## config.mk

```make
export PLATFORM = sky130hd
export DESIGN_NAME = crm_cell
export DESIGN_NICKNAME = d
export VERILOG_FILES = /design/src/rtl/core/crm_pkg.sv /design/src/rtl/core/crm_cell.sv
export SDC_FILE = /design/constraint.sdc
export NUM_CORES = 2
export LEC_CHECK = 0
export BUFFER_PORTS_ARGS = -buffer_cell sky130_fd_sc_hd__buf_4
export CAP_MARGIN = 20
export CORE_AREA = 2 2 288 361
export CTS_CLUSTER_DIAMETER = 40
export DETAILED_ROUTE_END_ITERATION = 8
export DIE_AREA = 0 0 290 363
export PLACE_DENSITY = 0.88
export SYNTH_ARGS = -nofsm -noshare
export SYNTH_HDL_FRONTEND = slang
export SYNTH_SLANG_ARGS = --single-unit
```

## constraint.sdc

```tcl
create_clock -name clk_i -period 13.3 [get_ports clk_i]
set_clock_uncertainty 0.15 [all_clocks]
set_input_delay 3.99 -clock clk_i [delete_from_list [all_inputs] [get_ports clk_i]]
set_output_delay 3.99 -clock clk_i [all_outputs]
set_load 0.03 [all_outputs]
```

## src/rtl/core/crm_pkg.sv

```systemverilog
// Shared types and constants of the chained range remap core.
// No dependencies.
package crm_pkg;

  localparam int unsigned CRM_STAGES  = 7;
  localparam int unsigned CRM_ENTRIES = 8;

  localparam int unsigned DataW  = 32;
  localparam int unsigned ActW   = 2;
  localparam int unsigned StageW = 3;
  localparam int unsigned EntryW = 3;

  typedef enum logic [ActW-1:0] {
    ACT_LOAD    = 2'd0,
    ACT_XLATE   = 2'd1,
    ACT_RESTART = 2'd2,
    ACT_NOP     = 2'd3
  } action_e;

  typedef struct packed {
    action_e                action;
    logic [StageW-1:0]      stage_idx;
    logic [EntryW-1:0]      entry_idx;
    logic [DataW-1:0]       dest_start;
    logic [DataW-1:0]       source_start;
    logic [DataW-1:0]       span;
    logic [DataW-1:0]       value;
  } crm_item_t;

endpackage

```

## src/rtl/core/crm_cell.sv

```systemverilog
// One remap stage of the chain: holds its range entries and one item register.
// Depends on crm_pkg.
module crm_cell import crm_pkg::*; #(
  parameter int unsigned Entries = CRM_ENTRIES,
  parameter int unsigned CellIdx = 0
) (
  input  logic      clk_i,
  input  logic      rst_ni,
  input  logic      in_valid_i,
  output logic      in_ready_o,
  input  crm_item_t in_item_i,
  output logic      out_valid_o,
  input  logic      out_ready_i,
  output crm_item_t out_item_o
);

  localparam int unsigned EntW = (Entries > 1) ? $clog2(Entries) : 1;

  logic                valid_q;
  crm_item_t           item_q, item_d;
  logic [Entries-1:0]  ent_valid_q;
  logic [DataW-1:0]    src_q   [Entries];
  logic [DataW-1:0]    span_q  [Entries];
  logic [DataW-1:0]    delta_q [Entries];
  logic                take, wr_en, found;
  logic [EntW-1:0]     wr_idx;
  logic [Entries-1:0]  hit;
  logic [DataW-1:0]    mapped;

  assign in_ready_o  = !valid_q || out_ready_i;
  assign take        = in_valid_i && in_ready_o;
  assign wr_idx      = EntW'(in_item_i.entry_idx);
  assign wr_en       = take && (in_item_i.action == ACT_LOAD)
                       && (32'(in_item_i.stage_idx) == 32'(CellIdx))
                       && (32'(in_item_i.entry_idx) < 32'(Entries));
  assign out_valid_o = valid_q;
  assign out_item_o  = item_q;

  // all entries compare at once; the lowest hit wins
  always_comb begin
    for (int e = 0; e < Entries; e++) begin
      hit[e] = ent_valid_q[e] && ((in_item_i.value - src_q[e]) < span_q[e]);
    end
    found  = 1'b0;
    mapped = in_item_i.value;
    for (int e = 0; e < Entries; e++) begin
      if (!found && hit[e]) begin
        found  = 1'b1;
        mapped = in_item_i.value + delta_q[e];
      end
    end
    item_d = in_item_i;
    if (in_item_i.action == ACT_XLATE) begin
      item_d.value = mapped;
    end
  end

  always_ff @(posedge clk_i or negedge rst_ni) begin
    if (!rst_ni) begin
      valid_q     <= 1'b0;
      ent_valid_q <= '0;
    end else begin
      if (in_ready_o) begin
        valid_q <= in_valid_i;
      end
      if (wr_en) begin
        ent_valid_q[wr_idx] <= 1'b1;
      end
    end
  end

  always_ff @(posedge clk_i) begin
    if (take) begin
      item_q <= item_d;
    end
    if (wr_en) begin
      src_q[wr_idx]   <= in_item_i.source_start;
      span_q[wr_idx]  <= in_item_i.span;
      // dest + (value - src) == value + (dest - src) mod 2^32
      delta_q[wr_idx] <= in_item_i.dest_start - in_item_i.source_start;
    end
  end

endmodule

```

==> out/results.tsv <==
metric	value	unit
place_congestion	0.963	
r2r_slack	4.61	ns
endpoint_kind	register	
ys_ff_latch	913	
p_leak	29.9	nW
syn_area_per_cell	10.7	um^2
grt_pass1_wl	261	mm
period_minus_slack	11.96	ns
p_per_area	118	mW/mm^2
htreeDepth	4	
timing.rr.end	out_item_o[6]$_DFFE_PP_	
cp_slowest_stage_delay	0.75	ns
regArea	0.0274	mm^2
syn-cell-area	0.0605	mm^2
rsz0062_at_grt	false	
cp-start-kind	input pin	
maxSlewHeadroom	0.165	
stdcell_area	0.0691	mm^2
critical_path_class	input pin to register	
worst_ir_drop_vdd	0.125	mV
hp-class	register to register	
status	completed	
drc_errors	0	
post-route-period-util	0.899	
critPathMaxFanout	26	
cts_buffers	132	
ios	278	
cts_sinks	913	
portBuffers	277	
drv_slew	0	
path_clk_slew	0.06	ns
num_rows	131	
grt_max_degree	68	
hold_viol	0	
worst_path_max_delay_cell	or4b_1	
drive_gt1_frac	0.0998	
wl_per_cell	22.8	um
hold_buffers	0	
ys_seq_area_frac	0.452	
multi_input_area	0.0305	mm^2
gr-usage-all-layers	0.321	
arrival	12.30	ns
endpoint	out_item_o[6]$_DFFE_PP_	
drtIter0Drc	4510	
drv_cap	0	
die_y	363	um
initial_core_util	0.595	
synth_ff_type	edfxtp_1	
ys_async_sr_fraction	0.00986	
drt-total-wl	171	mm
syn_inst	5676	
vias	47265	
grt_pass1_vias	48221	
detailed_place.area	0.0645	mm^2
fill_cells	7259	
setup_violations	0	
die_w	290	um
worst_slew_pin_slew	1.24	ns
hpwl	125	mm
ys_types	98	
clockBufferDepth	3	
cp-startpoint	in_item_i[1]	
synth-edff-count	904	
gr-total-overflow	0	
area_growth	14.1	%
reg2reg_depth	28	
ctsResizeCount	0	
viasPerCell	6.29	
crit_top_cell	a21oi_1	
root_buffer	clkbuf_16	
ant_nets	0	
cts_setup_buffers	0	
syn_nets	6608	
coreArea	0.102	mm^2
worst_skew_pair.late_latency	0.77	ns
antenna_found_initial	4	
fin_nets	7008	
r2r_start	src_q[4][1]$_DFFE_PP_	
fin_setup_tns	0	ns
clock.fmax	83.6	MHz
dieArea	0.105	mm^2
cts_tree	done	
crit_required	13.64	ns
yosys_warnings	0	
drtPass1Iterations	6	
hold_path_depth	1	
==> report_power, final <==
part / total [mW] / switching, mW / internal, mW
registers: 3.25 / 0.0104 / 3.24
logic: 1.33 / 0.837 / 0.493
clock network: 3.60 / 1.40 / 2.20
total: 8.18 / 2.25 / 5.93
==> synth_stat cells, drive strengths merged, types with 91 or more instances <==
| master | count | share of area |
|---|---|---|
| ha | 775 | 0.16 |
| nand2 | 238 | 0.015 |
| xnor2 | 340 | 0.049 |
| o21a | 92 | 0.011 |
| a21oi | 477 | 0.040 |
| nor2 | 343 | 0.021 |
| nand3 | 91 | 0.0075 |
| edfxtp | 904 | 0.45 |
| xor2 | 133 | 0.019 |
| inv | 676 | 0.042 |
| a21o | 237 | 0.030 |
| o21ai | 262 | 0.022 |
| nor3 | 94 | 0.0079 |
==> per-layer routing <==
layer,global-route usage,part of all wire
met1,0.368,0.37
met2,0.571,0.50
met3,0.0439,0.070
met4,0.192,0.063
met5,0,0.00018
==> layout make-up <==
class | instances | area share
Inverter | 676 | 0.0367
Sequential cell | 913 | 0.396
Antenna cell | 1 | 0.0000362
Tap cell | 1330 | 0.0241
Timing Repair Buffer | 320 | 0.0353
Clock inverter | 90 | 0.0139
Multi-Input combinational cell | 4033 | 0.442
Clock buffer | 152 | 0.0517
==> cell families (layout without fill, tap and decap cells) <==
group                    Yosys count  after routing  synth area share
multiplexers                       5              5          0.000847
buffers and inverters            730           1238            0.0453
flip-flops                       913            913             0.452
adder cells (fa/ha/maj)          792            792             0.166
AND/OR/NAND/NOR                 1156           1156            0.0937
AO/OA/AOI/OAI                   1607           1607             0.174
other                              0              1                 0
XOR/XNOR                         473            473            0.0684
==> cells in the final DEF (no fill, tap or decap), drive strengths merged, types with 92 or more instances in the layout <==
master / count
inv: 705
xor2: 133
clkbuf: 153
o21a: 92
nand2: 238
ha: 775
xnor2: 340
buf: 318
nor2: 343
edfxtp: 904
o21ai: 262
a21oi: 477
nor3: 94
a21o: 237
==> state kept, by name (all words and copies together), names as in the netlist <==
name / cells
out_item_o: 136
src_q: 256
ent_valid_q: 8
out_valid_o: 1
delta_q: 256
span_q: 256
==> worst min-delay path by stage <==
| stage | slack (ns) | from | end |
|---|---|---|---|
| 2_1_floorplan | 0.28 | ent_valid_q[3]$_DFFE_PN0P_ | ent_valid_q[3]$_DFFE_PN0P_ |
| 5_1_grt | 0.34 | ent_valid_q[7]$_DFFE_PN0P_ | ent_valid_q[7]$_DFFE_PN0P_ |
| 3_5_place_dp | 0.31 | ent_valid_q[0]$_DFFE_PN0P_ | ent_valid_q[0]$_DFFE_PN0P_ |
| 4_1_cts | 0.32 | ent_valid_q[0]$_DFFE_PN0P_ | ent_valid_q[0]$_DFFE_PN0P_ |
| 3_3_place_gp | 0.30 | ent_valid_q[3]$_DFFE_PN0P_ | ent_valid_q[3]$_DFFE_PN0P_ |
| 6_report | 0.33 | ent_valid_q[5]$_DFFE_PN0P_ | ent_valid_q[5]$_DFFE_PN0P_ |
==> critical path: cells and delay by family <==
kind                     cells  cell delay, ns
AO/OA/AOI/OAI               14            3.42
XOR/XNOR                     1            0.10
adder cells (fa/ha/maj)      2            0.61
buffers and inverters        2            0.71
AND/OR/NAND/NOR              9            3.43
==> stage by stage <==
| stage | hold slack (ns) | setup slack (ns) | power [mW] | utilization | std cells |
|---|---|---|---|---|---|
| 6_report | 0.328 | 1.34 | 8.18 | 0.679 | 7515 |
| 5_1_grt | 0.342 | 0.967 | 8.42 | 0.678 | 7514 |
| 4_1_cts | 0.325 | 1.49 | 8.17 | 0.678 | 7511 |
| 3_5_place_dp | 0.311 | 0.750 | 4.60 | 0.634 | 7269 |
| 3_3_place_gp | 0.296 | 0.964 | 4.56 | 0.633 | 7267 |
| 2_1_floorplan | 0.281 | 0.297 | 4.14 | - | 5676 |
Note: power is estimated with default switching activity, not from simulation.
