File: config.mk
export PLATFORM = sky130hd
export DESIGN_NAME = crm_min
export DESIGN_NICKNAME = d
export VERILOG_FILES = /design/src/rtl/core/crm_pkg.sv /design/src/rtl/core/crm_min.sv
export SDC_FILE = /design/constraint.sdc
export NUM_CORES = 1
export LEC_CHECK = 0
export ABC_AREA = 1
export BUFFER_PORTS_ARGS = -buffer_cell sky130_fd_sc_hd__buf_2
export CORE_UTILIZATION = 44
export DETAILED_ROUTE_END_ITERATION = 12
export GPL_TIMING_DRIVEN = 0
export PLACE_DENSITY = 0.8
export SLEW_MARGIN = 20
export SYNTH_ARGS = -nofsm -noshare
export SYNTH_HDL_FRONTEND = slang
export SYNTH_SLANG_ARGS = --single-unit
File: constraint.sdc
create_clock -name clk_i -period 2.78 [get_ports clk_i]
set_clock_uncertainty 0.1 [all_clocks]
set_input_delay 0.139 -clock clk_i [delete_from_list [all_inputs] [get_ports clk_i]]
set_output_delay 0.139 -clock clk_i [all_outputs]
set_load 0.03 [all_outputs]
File: src/rtl/core/crm_pkg.sv
// Shared types and constants of the chained range remap core.
// No dependencies.
package crm_pkg;

  localparam int unsigned CRM_STAGES  = 7;
  localparam int unsigned CRM_ENTRIES = 8;

  localparam int unsigned DataW  = 32;
  localparam int unsigned ActW   = 2;
  localparam int unsigned StageW = 3;
  localparam int unsigned EntryW = 3;

  typedef enum logic [ActW-1:0] {
    ACT_LOAD    = 2'd0,
    ACT_XLATE   = 2'd1,
    ACT_RESTART = 2'd2,
    ACT_NOP     = 2'd3
  } action_e;

  typedef struct packed {
    action_e                action;
    logic [StageW-1:0]      stage_idx;
    logic [EntryW-1:0]      entry_idx;
    logic [DataW-1:0]       dest_start;
    logic [DataW-1:0]       source_start;
    logic [DataW-1:0]       span;
    logic [DataW-1:0]       value;
  } crm_item_t;

endpackage

File: src/rtl/core/crm_min.sv
// Result stage: running minimum and the output register of the core.
// Depends on crm_pkg.
module crm_min import crm_pkg::*; (
  input  logic             clk_i,
  input  logic             rst_ni,
  input  logic             in_valid_i,
  output logic             in_ready_o,
  input  crm_item_t        in_item_i,
  output logic             out_valid_o,
  input  logic             out_ready_i,
  output logic [DataW-1:0] location_o,
  output logic [DataW-1:0] lowest_o
);

  logic             valid_q;
  logic [DataW-1:0] loc_q;
  logic [DataW-1:0] min_q;
  logic             take;

  assign in_ready_o  = !valid_q || out_ready_i;
  assign take        = in_valid_i && in_ready_o;
  assign out_valid_o = valid_q;
  assign location_o  = loc_q;
  assign lowest_o    = min_q;

  always_ff @(posedge clk_i or negedge rst_ni) begin
    if (!rst_ni) begin
      valid_q <= 1'b0;
      min_q   <= '1;
    end else begin
      if (in_ready_o) begin
        valid_q <= in_valid_i;
      end
      if (take) begin
        if (in_item_i.action == ACT_XLATE) begin
          if (in_item_i.value < min_q) begin
            min_q <= in_item_i.value;
          end
        end else if (in_item_i.action == ACT_RESTART) begin
          min_q <= '1;
        end
      end
    end
  end

  always_ff @(posedge clk_i) begin
    if (take) begin
      loc_q <= (in_item_i.action == ACT_XLATE) ? in_item_i.value : '0;
    end
  end

endmodule

==> results of run 1 <==
==> cells in the mapped netlist <==
cell      number  share of area
nand2_1      125           0.13
inv_1         69          0.073
nor2_1        37          0.039
nand3_1       33          0.047
dfstp_2       32           0.24
edfxtp_1      32           0.27
ha_1          31           0.11
a21oi_1       16          0.023
clkbuf_1       9         0.0096
inv_2          5         0.0053
buf_6          3         0.0096
nand4_1        3         0.0053
o21ai_0        3         0.0042
buf_2          2         0.0028
nand2_2        2         0.0035
nor3_1         2         0.0028
buf_4          1         0.0021
clkinv_1       1         0.0011
dfrtp_1        1         0.0071
nor2_4         1         0.0032
nor3b_2        1         0.0035
o211ai_1       1         0.0021
o21a_1         1         0.0021
o21ai_1        1         0.0014
==> report_power, final <==
group	total [mW]	switching, mW	internal (mW)
Clock	0.880	0.380	0.500
Sequential	1.45	0.139	1.31
Combinational	1.29	0.878	0.414
==> final timing paths <==
kind                                 end  slack (ps)
setup / recovery            lowest_o[29]         470
hold / removal             location_o[0]          20
setup reg to reg            lowest_o[29]         470
hold reg to reg             lowest_o[24]         370
max in group asynchronous    out_valid_o        1790
min in group asynchronous    out_valid_o         320
==> area by class of cell <==
class | instances | share of cell area
Multi-Input combinational cell | 257 | 0.302
Clock buffer | 10 | 0.0287
Tap cell | 102 | 0.0287
Clock inverter | 6 | 0.0186
Timing Repair Buffer | 107 | 0.129
Buffer | 15 | 0.0194
Sequential cell | 65 | 0.411
Inverter | 75 | 0.0633
==> kinds of logic (layout without fill, tap and decap cells) <==
logic type,Yosys count,count (layout),synth area share
adders and majority gates,31,31,0.110
DFF,65,65,0.517
AOI/OAI and AO/OA,22,22,0.0326
and+or+nand+nor,204,204,0.237
buffers and inverters,90,213,0.104
==> repair_timing <==
item / in CTS / in global routing
hold endpoints to repair: 2 / 0
setup endpoints to repair: 0 / 0
hold buffers: 3 / 0
==> state kept, by name, summed over array words and instances, names as in the netlist <==
signal       flops
out_valid_o      1
lowest_o        32
location_o      32
==> layer usage <==
layer  wire length (um)  global-route usage  vias to the layer above
li1                   -                   -                     1519
met1               3780               0.283                     1444
met4                153              0.0886                        0
met5                  0                   0                        -
met3                644              0.0398                       16
met2               3880               0.348                      136
==> worst reg2reg max path, delay by kind of cell (launching register included) <==
kind                     cells  cell delay [ps]
AO/OA/AOI/OAI                1              130
adder cells (fa/ha/maj)      1              290
buffers and inverters        2              300
flip-flops                   1              550
AND/OR/NAND/NOR             10              870
==> placed cells by master (no fill, tap or decap), types with 2 or more instances in the layout <==
master / count
nand2_2: 2
edfxtp_1: 32
inv_2: 5
ha_1: 31
clkbuf_1: 9
buf_6: 3
clkbuf_8: 9
buf_2: 105
dlygate4sd3_1: 3
clkinv_2: 3
nand3_1: 33
o21ai_0: 3
a21oi_1: 16
inv_1: 69
bufinv_16: 2
dfstp_2: 32
nor2_1: 37
nand2_1: 125
nor3_1: 2
nand4_1: 3
==> impl_metrics.toml, run 1 <==
[setup_path]
end_kind = "register"
crit_buf_inv = 2
cp.depth = 14
regToRegStartpoint = "lowest_o[5]"
crit_fanout = 10
arrival_ps = 2500
reg2regPathDepth = 14
cp_common_cell = "nand2_1"
critPathKind = "register to register"
path_cells = "inv_1 > ha_1 > a21oi_1 > nor2_1 > nor3_1 > nand2_1 > nand2_1 > nand2_1 > nand2_1 > nand2_1 > nand2_2 > buf_2 > nand3_1 > nand2_1"
critPathLaunch = "lowest_o[5]"
crit_slowest_cell = "dfstp_2"
cp_top_family = "simple AND/OR/NAND/NOR gates"
startpoint_type = "register"
cp_data_required_time_ps = 2970
crit_path_max_incr_delay_ps = 550

[clock_tree]
clock-sinks = 65
clockRootBuffer = "clkbuf_8"
clock_latency_ps = 350
clock_path_buffers = 2
cts_tree = "yes"
ctsResizeCount = 0
post_cts_buffers = 0
clk_pin_slew_ps = 80
h-tree-depth = 3
cts-buffers-inserted = 9

[logic_synthesis]
synthesis.nets = 583
syn_area_um2 = 3530
synthCells = 412
ys_warn_count = 0
ys_seq_area_frac = 0.517
synth_seq_cells = 65
syn_area_per_cell_um2 = 8.58
ys_types = 24

[pwr]
power.total_mw = 3.62
p_leak_nw = 2.39
max-vdd-ir-drop_mv = 0.453
powerDensity_nw_per_um2 = 814

[global_routing]
globalRouteOverflowTotal = 0
grt.total_usage = 0.214
grt_max_degree = 34
antenna_found_initial = 0
grt_pass1_wl_um = 13800
grt_pass1_vias = 2916

[die]
die_area_um2 = 8400
die_h_um = 91.6
fp.dieW_um = 91.6
fp.coreArea_um2 = 7770
ios = 206
initial_core_util = 0.455
core.rowCount = 32

[timing]
hold_viol_final = 0
fin_crit_sh = 0.831
layout_setup_ws_ps = 470
clock.fmax_mhz = 433
worst_slew_pin_slew_ps = 762
fin_crit_ps = 2310
relSlewSlack = 0.492
maxSlewViolCount = 0
whs_ps = 17.9
rsz0062_at_grt = "no"
setup_tns_ps = 0
setup_viol = 0

[run_status]
status = "finished clean"

[routing]
via_count = 3115
wl_um = 8460
wl_per_cell_um = 13.3
ant_nets = 0
drt_iter0_markers = 148
drtPass1Iterations = 4
via_per_inst = 4.89
drc = 0

[finish]
postLayoutCoreUtil = 0.572
drive_gt1_frac = 0.312
area_growth_pct = 25.8
multi_input_area_um2 = 1340
register_area_um2 = 1830
fillers = 707
nNetsFinal = 701
finalNonFillerCells = 637
final_area_um2 = 4450
diodes = 0

[placement]
gp_congestion = 0.825
place_hpwl_um = 6310
port_buffers = 103
dp.cells = 618
dp_worst_setup_slack_ps = 490
place_area_um2 = 4210

[worst_hold_path]
hp-class = "input pin to register"
min_from = "in_item_i[0]"
min_path_cells = 3

[flow_run]
maxCapViolCount = 0
Note: power is estimated with default switching activity, not from simulation.
==> run 2: changes to the inputs <==
Settings changed: ABC_AREA 1 to 0.
Clock period 2.78 ns to 2.14 ns, I/O delays scaled along.
==> run 2 against run 1 <==
Net effect: the flow now finishes with violations (setup timing); sequential power rose by 24%; cell count fell by 8.0%; synthesized cell count fell by 23%; critical path depth fell by 4; first-iteration DRC count fell by 41%; wire length rose by 2.1%; sequential cell count did not move; via count fell by 10%; sequential share of layout area fell by 4.2 points; design area rose by 11%; combinational power rose by 28%; largest power group unchanged.
==> impl_metrics.toml, run 2 <==
[run_status]
status = "finished with violations"
violations = "setup timing"

[global_routing]
grt_pass1_wl_um = 13700
antenna_found_initial = 0
globalRouteOverflowTotal = 0
grt_max_degree = 34
grt_pass1_vias = 2944
grt.total_usage = 0.215

[logic_synthesis]
synth.most_common_cell = "inv_1"
ys_warn_count = 0
synthFlopType = "edfxtp_1"
ys_types = 31
synthesis.nets = 490
ys_seq_area_frac = 0.519
synth-edff-count = 32
synthTopCellsByArea = "edfxtp_1 (27%), dfstp_2 (24%), ha_1 (11%)"
synth_seq_cells = 65
synth_top_area_frac = 0.273
synth-async-reset-ratio = 0.508
synth_common_cells = "inv_1 (65), nor2_1 (34)"
synthCells = 319
syn_area_per_cell_um2 = 11.0
syn_area_um2 = 3520
yosys.area.top_type = "edfxtp_1"

[finish]
postLayoutCoreUtil = 0.640
fillers = 632
final_area_um2 = 4950
area_growth_pct = 40.5
drive_gt1_frac = 0.390
finalNonFillerCells = 586
diodes = 0
final_common_cell = "buf_2"
nNetsFinal = 650
final_cell_mix = "buf_2 (103), inv_1 (59), dlygate4sd3_1 (35), nor2_1 (34)"

[clock_tree]
cts_tree = "yes"
clockRootBuffer = "clkbuf_8"
clock_latency_ps = 340
clock-sinks = 65
h-tree-depth = 3
clk_pin_slew_ps = 70
clock_path_buffers = 2
cts-buffers-inserted = 9

[setup_path]
cp_top_family = "compound AO/OA/AOI/OAI gates"
regToRegStartpoint = "lowest_o[11]"
r2r-end = "lowest_o[7]"
critPathKind = "register to register"
reg2regPathDepth = 10
worst-r2r-setup-slack_ps = -380
crit_slowest_cell = "dfstp_2"
end_kind = "register"
crit_path_max_incr_delay_ps = 540
crit_buf_inv = 3
arrival_ps = 2680
path_cells = "inv_2 > ha_4 > and4_4 > nand2_4 > a2111oi_4 > nor3_4 > o41ai_4 > buf_6 > buf_12 > mux2i_2"
crit_fanout = 10
startpoint_type = "register"
cp_data_required_time_ps = 2300

[worst_hold_path]
min_from = "in_item_i[28]"
min_path_cells = 2
min_to = "location_o[28]"
hp-class = "input pin to register"

[timing]
fin_crit_sh = 1.18
clock.fmax_mhz = 396
hold_viol_final = 0
layout_setup_ws_ps = -384
rsz0062_at_grt = "yes"
relSlewSlack = 0.458
worst_slew_pin_slew_ps = 813
fin_crit_ps = 2520
setup_viol = 32
maxSlewViolCount = 0
whs_ps = 6.52

[placement]
place_hpwl_um = 5750
place_area_um2 = 4190
gp_congestion = 0.787
port_buffers = 103
dp_worst_setup_slack_ps = -500
dp.cells = 524

[die]
fp.dieW_um = 91.5
core.rowCount = 32
ios = 206
die_area_um2 = 8370
die_h_um = 91.5
initial_core_util = 0.456
fp.coreArea_um2 = 7730

[pwr]
powerDensity_nw_per_um2 = 934
max-vdd-ir-drop_mv = 0.539
p_leak_nw = 2.65

[routing]
drtPass1Iterations = 4
drt_iter0_markers = 87
wl_per_cell_um = 14.7
via_per_inst = 4.77
drc = 0
ant_nets = 0
wl_um = 8640
via_count = 2797

[flow_run]
maxCapViolCount = 0
[run 2: logic make-up after synthesis]
kind of cell             count (synthesis)  share of synthesized area
AO/OA/AOI/OAI                           23                     0.0536
adder cells (fa/ha/maj)                 31                      0.110
buffers and inverters                   74                     0.0853
flip-flops                              65                      0.519
multiplexers                            32                     0.0909
AND/OR/NAND/NOR                         94                      0.141
[run 2: per-stage QoR]
stage / power [mW] / setup TNS (ps)
CTS: 4.62 / -10780
finish: 4.62 / -11600
global placement: 3.23 / -13430
floorplan: 2.85 / -10590
global route: 4.85 / -14110
detailed placement: 3.29 / -14540
[run 2: where the power goes]
| part | internal (mW) | switching [mW] |
|---|---|---|
| Combinational | 0.640 | 1.01 |
| Clock | 0.680 | 0.487 |
| Sequential | 1.65 | 0.151 |
[run 2: cell type report]
cell class / instances / area, um^2 / area share
multi-input combinational: 180 / 1500 / 0.302
clock buffer: 10 / 138 / 0.0278
sequential: 65 / 1830 / 0.369
inverter: 65 / 244 / 0.0493
tap: 102 / 128 / 0.0258
buffer: 9 / 82.6 / 0.0167
clock inverter: 6 / 81.3 / 0.0164
timing repair buffer: 149 / 952 / 0.192
[run 2: layer usage]
| metal | vias to the layer above | wire (um) | part of all wire | track usage |
|---|---|---|---|---|
| met5 | - | 0 | 0 | 0 |
| met4 | 0 | 202 | 0.023 | 0.0873 |
| met3 | 20 | 454 | 0.053 | 0.0394 |
| met2 | 98 | 4100 | 0.47 | 0.370 |
| met1 | 1310 | 3880 | 0.45 | 0.264 |
| li1 | 1369 | - | - | - |
[run 2: how the worst max path moves through the flow]
stage,start,endpoint,slack [ps],cells past startpoint
after floorplan,lowest_o[14],lowest_o[10],-340,9
after global placement,lowest_o[15],lowest_o[8],-450,9
after detailed placement,lowest_o[10],lowest_o[2],-500,9
after CTS,lowest_o[11],lowest_o[28],-370,10
after global routing,lowest_o[11],lowest_o[30],-470,10
final,lowest_o[11],lowest_o[7],-380,10
[run 2: repair_timing]
action,4_1_cts,5_1_grt
hold buffers,35,0
endpoints found under the setup margin,32,32
buffers inserted,10,1
gates resized for setup,15,4
endpoints found under the hold margin,56,0
pin swaps,2,2
==> run 3: changes to the inputs <==
Settings changed: ABC_AREA 0 to 1.
==> run 3 against run 2 <==
Net effect: the run still ends with setup timing left; clock power is 26% lower; fmax is 10% higher; first-iteration DRC count is 86% higher; combinational power is 18% higher; non-clock buffer count is 27 lower; via count is 13% higher; sequential share of layout area is 2.0 points higher; die area is 0.35% higher; count of clock-buffer cells in the layout is 1 higher; setup slack better by 230 ps; wire length is 6.5% higher; global-route usage is 0.47 points higher; critical path type unchanged.
==> impl_metrics.toml, run 3 (same netlist as run 1, synthesis figures left out) <==
[run_status]
status = "finished with violations"
violations = "setup timing"

[worst_hold_path]
min_path_cells = 5
min_from = "in_item_i[19]"
hp-class = "input pin to register"
min_to = "lowest_o[19]"

[clock_tree]
clock_latency_ps = 330
cts-buffers-inserted = 9
clk_pin_slew_ps = 70
cts_tree = "yes"
clockRootBuffer = "clkbuf_8"
clock_path_buffers = 2
clock-sinks = 65
h-tree-depth = 3

[global_routing]
grt_pass1_vias = 3046
antenna_found_initial = 0
grt_max_degree = 42
grt_pass1_wl_um = 14300
globalRouteOverflowTotal = 0
grt.total_usage = 0.219

[timing]
fin_crit_sh = 1.07
fin_crit_ps = 2290
relSlewSlack = 0.464
setup_viol = 32
rsz0062_at_grt = "yes"
hold_viol_final = 0
maxSlewViolCount = 0
worst_slew_pin_slew_ps = 804
layout_setup_ws_ps = -149
clock.fmax_mhz = 437

[finish]
multi_input_area_um2 = 1540
finalNonFillerCells = 646
register_area_um2 = 1830
final_common_cell = "buf_2"
postLayoutCoreUtil = 0.605
fillers = 649
final_cell_mix = "buf_2 (103), nand2_1 (102), inv_1 (68), nor2_1 (36)"
area_growth_pct = 33.0
nNetsFinal = 710
final_area_um2 = 4700
diodes = 0
drive_gt1_frac = 0.386

[placement]
dp.cells = 617
gp_congestion = 0.834
port_buffers = 103
place_area_um2 = 4180
place_hpwl_um = 6000

[die]
ios = 206
die_h_um = 91.6
die_area_um2 = 8400
core.rowCount = 32
fp.coreArea_um2 = 7770
initial_core_util = 0.455
fp.dieW_um = 91.6

[setup_path]
crit_fanout = 6
critPathKind = "register to register"
arrival_ps = 2450
worst-r2r-setup-slack_ps = -150
end_kind = "register"
reg2regPathDepth = 15
r2r-end = "lowest_o[24]"
startpoint_type = "register"
cp_data_required_time_ps = 2300
critPathLaunch = "lowest_o[5]"
regToRegStartpoint = "lowest_o[5]"

[routing]
drtPass1Iterations = 5
drt_iter0_markers = 162
via_per_inst = 4.91
drc = 0
ant_nets = 0
via_count = 3172
wl_um = 9200
wl_per_cell_um = 14.2

[pwr]
p_leak_nw = 2.44
powerDensity_nw_per_um2 = 1000
max-vdd-ir-drop_mv = 0.481

[flow_run]
maxCapViolCount = 0
## run 3: critical path, stage by stage (launching register included)
cell and delay, ps:
dfstp_2 550, inv_2 40, ha_4 210, a21oi_2 140
nor2_2 50, nor3_2 190, nand2_1 120, nand2_1 80
nand2_1 70, nand2_1 70, nand2_2 60, nand2_4 120
nand2_8 110, clkbuf_16 200, nand2_1 50, nand2_1 50
## run 3: final cells by class
cell class,instances,area share
timing repair buffer,116,0.141
multi-input combinational,257,0.328
sequential,65,0.389
clock inverter,5,0.00479
inverter,75,0.0599
clock buffer,11,0.0280
tap,102,0.0272
buffer,15,0.0232
## run 3: layer usage
layer | GRT usage | wire, um | vias to the layer above
li1 | - | - | 1542
met1 | 0.293 | 4050 | 1477
met4 | 0.0913 | 193 | 0
met2 | 0.350 | 4320 | 135
met3 | 0.0423 | 635 | 18
met5 | 0 | 0 | -
## run 3: repair_timing
item                       4_1_cts  5_1_grt
pin swaps                        5        4
setup endpoints to repair       62       64
hold buffers                     4        0
resized for setup               15       41
hold endpoints to repair         3        0
buffers inserted                 7        0
cloned                           1        1
## run 3: worst max path at each step
stage / slack, ps / end / cells after the start
after floorplan: 50 / lowest_o[22] / 15
after global placement: -110 / location_o[26] / 2
after detailed placement: -170 / location_o[18] / 2
after CTS: -50 / lowest_o[23] / 12
after global routing: -250 / lowest_o[20] / 15
final: -150 / lowest_o[24] / 15
## run 3: report_power, final
part / internal [mW] / total, mW / switching (mW) / leakage, nW
registers: 1.70 / 1.89 / 0.187 / 0.665
clock network: 0.407 / 0.860 / 0.453 / 0.0819
logic: 0.688 / 1.95 / 1.26 / 1.69
total: 2.80 / 4.70 / 1.90 / 2.44
## run 3: metrics by stage
step / power, mW / hold WS (ps) / worst slack [ps] / setup TNS [ps]
2_1_floorplan: 3.06 / -289 / 49.5 / 0
3_3_place_gp: 3.49 / 131 / -108 / -5500
3_5_place_dp: 3.54 / 130 / -171 / -8320
4_1_cts: 4.53 / 2.71 / -54.1 / -1050
5_1_grt: 5.00 / 32.1 / -245 / -7070
6_report: 4.70 / 12.7 / -149 / -4000
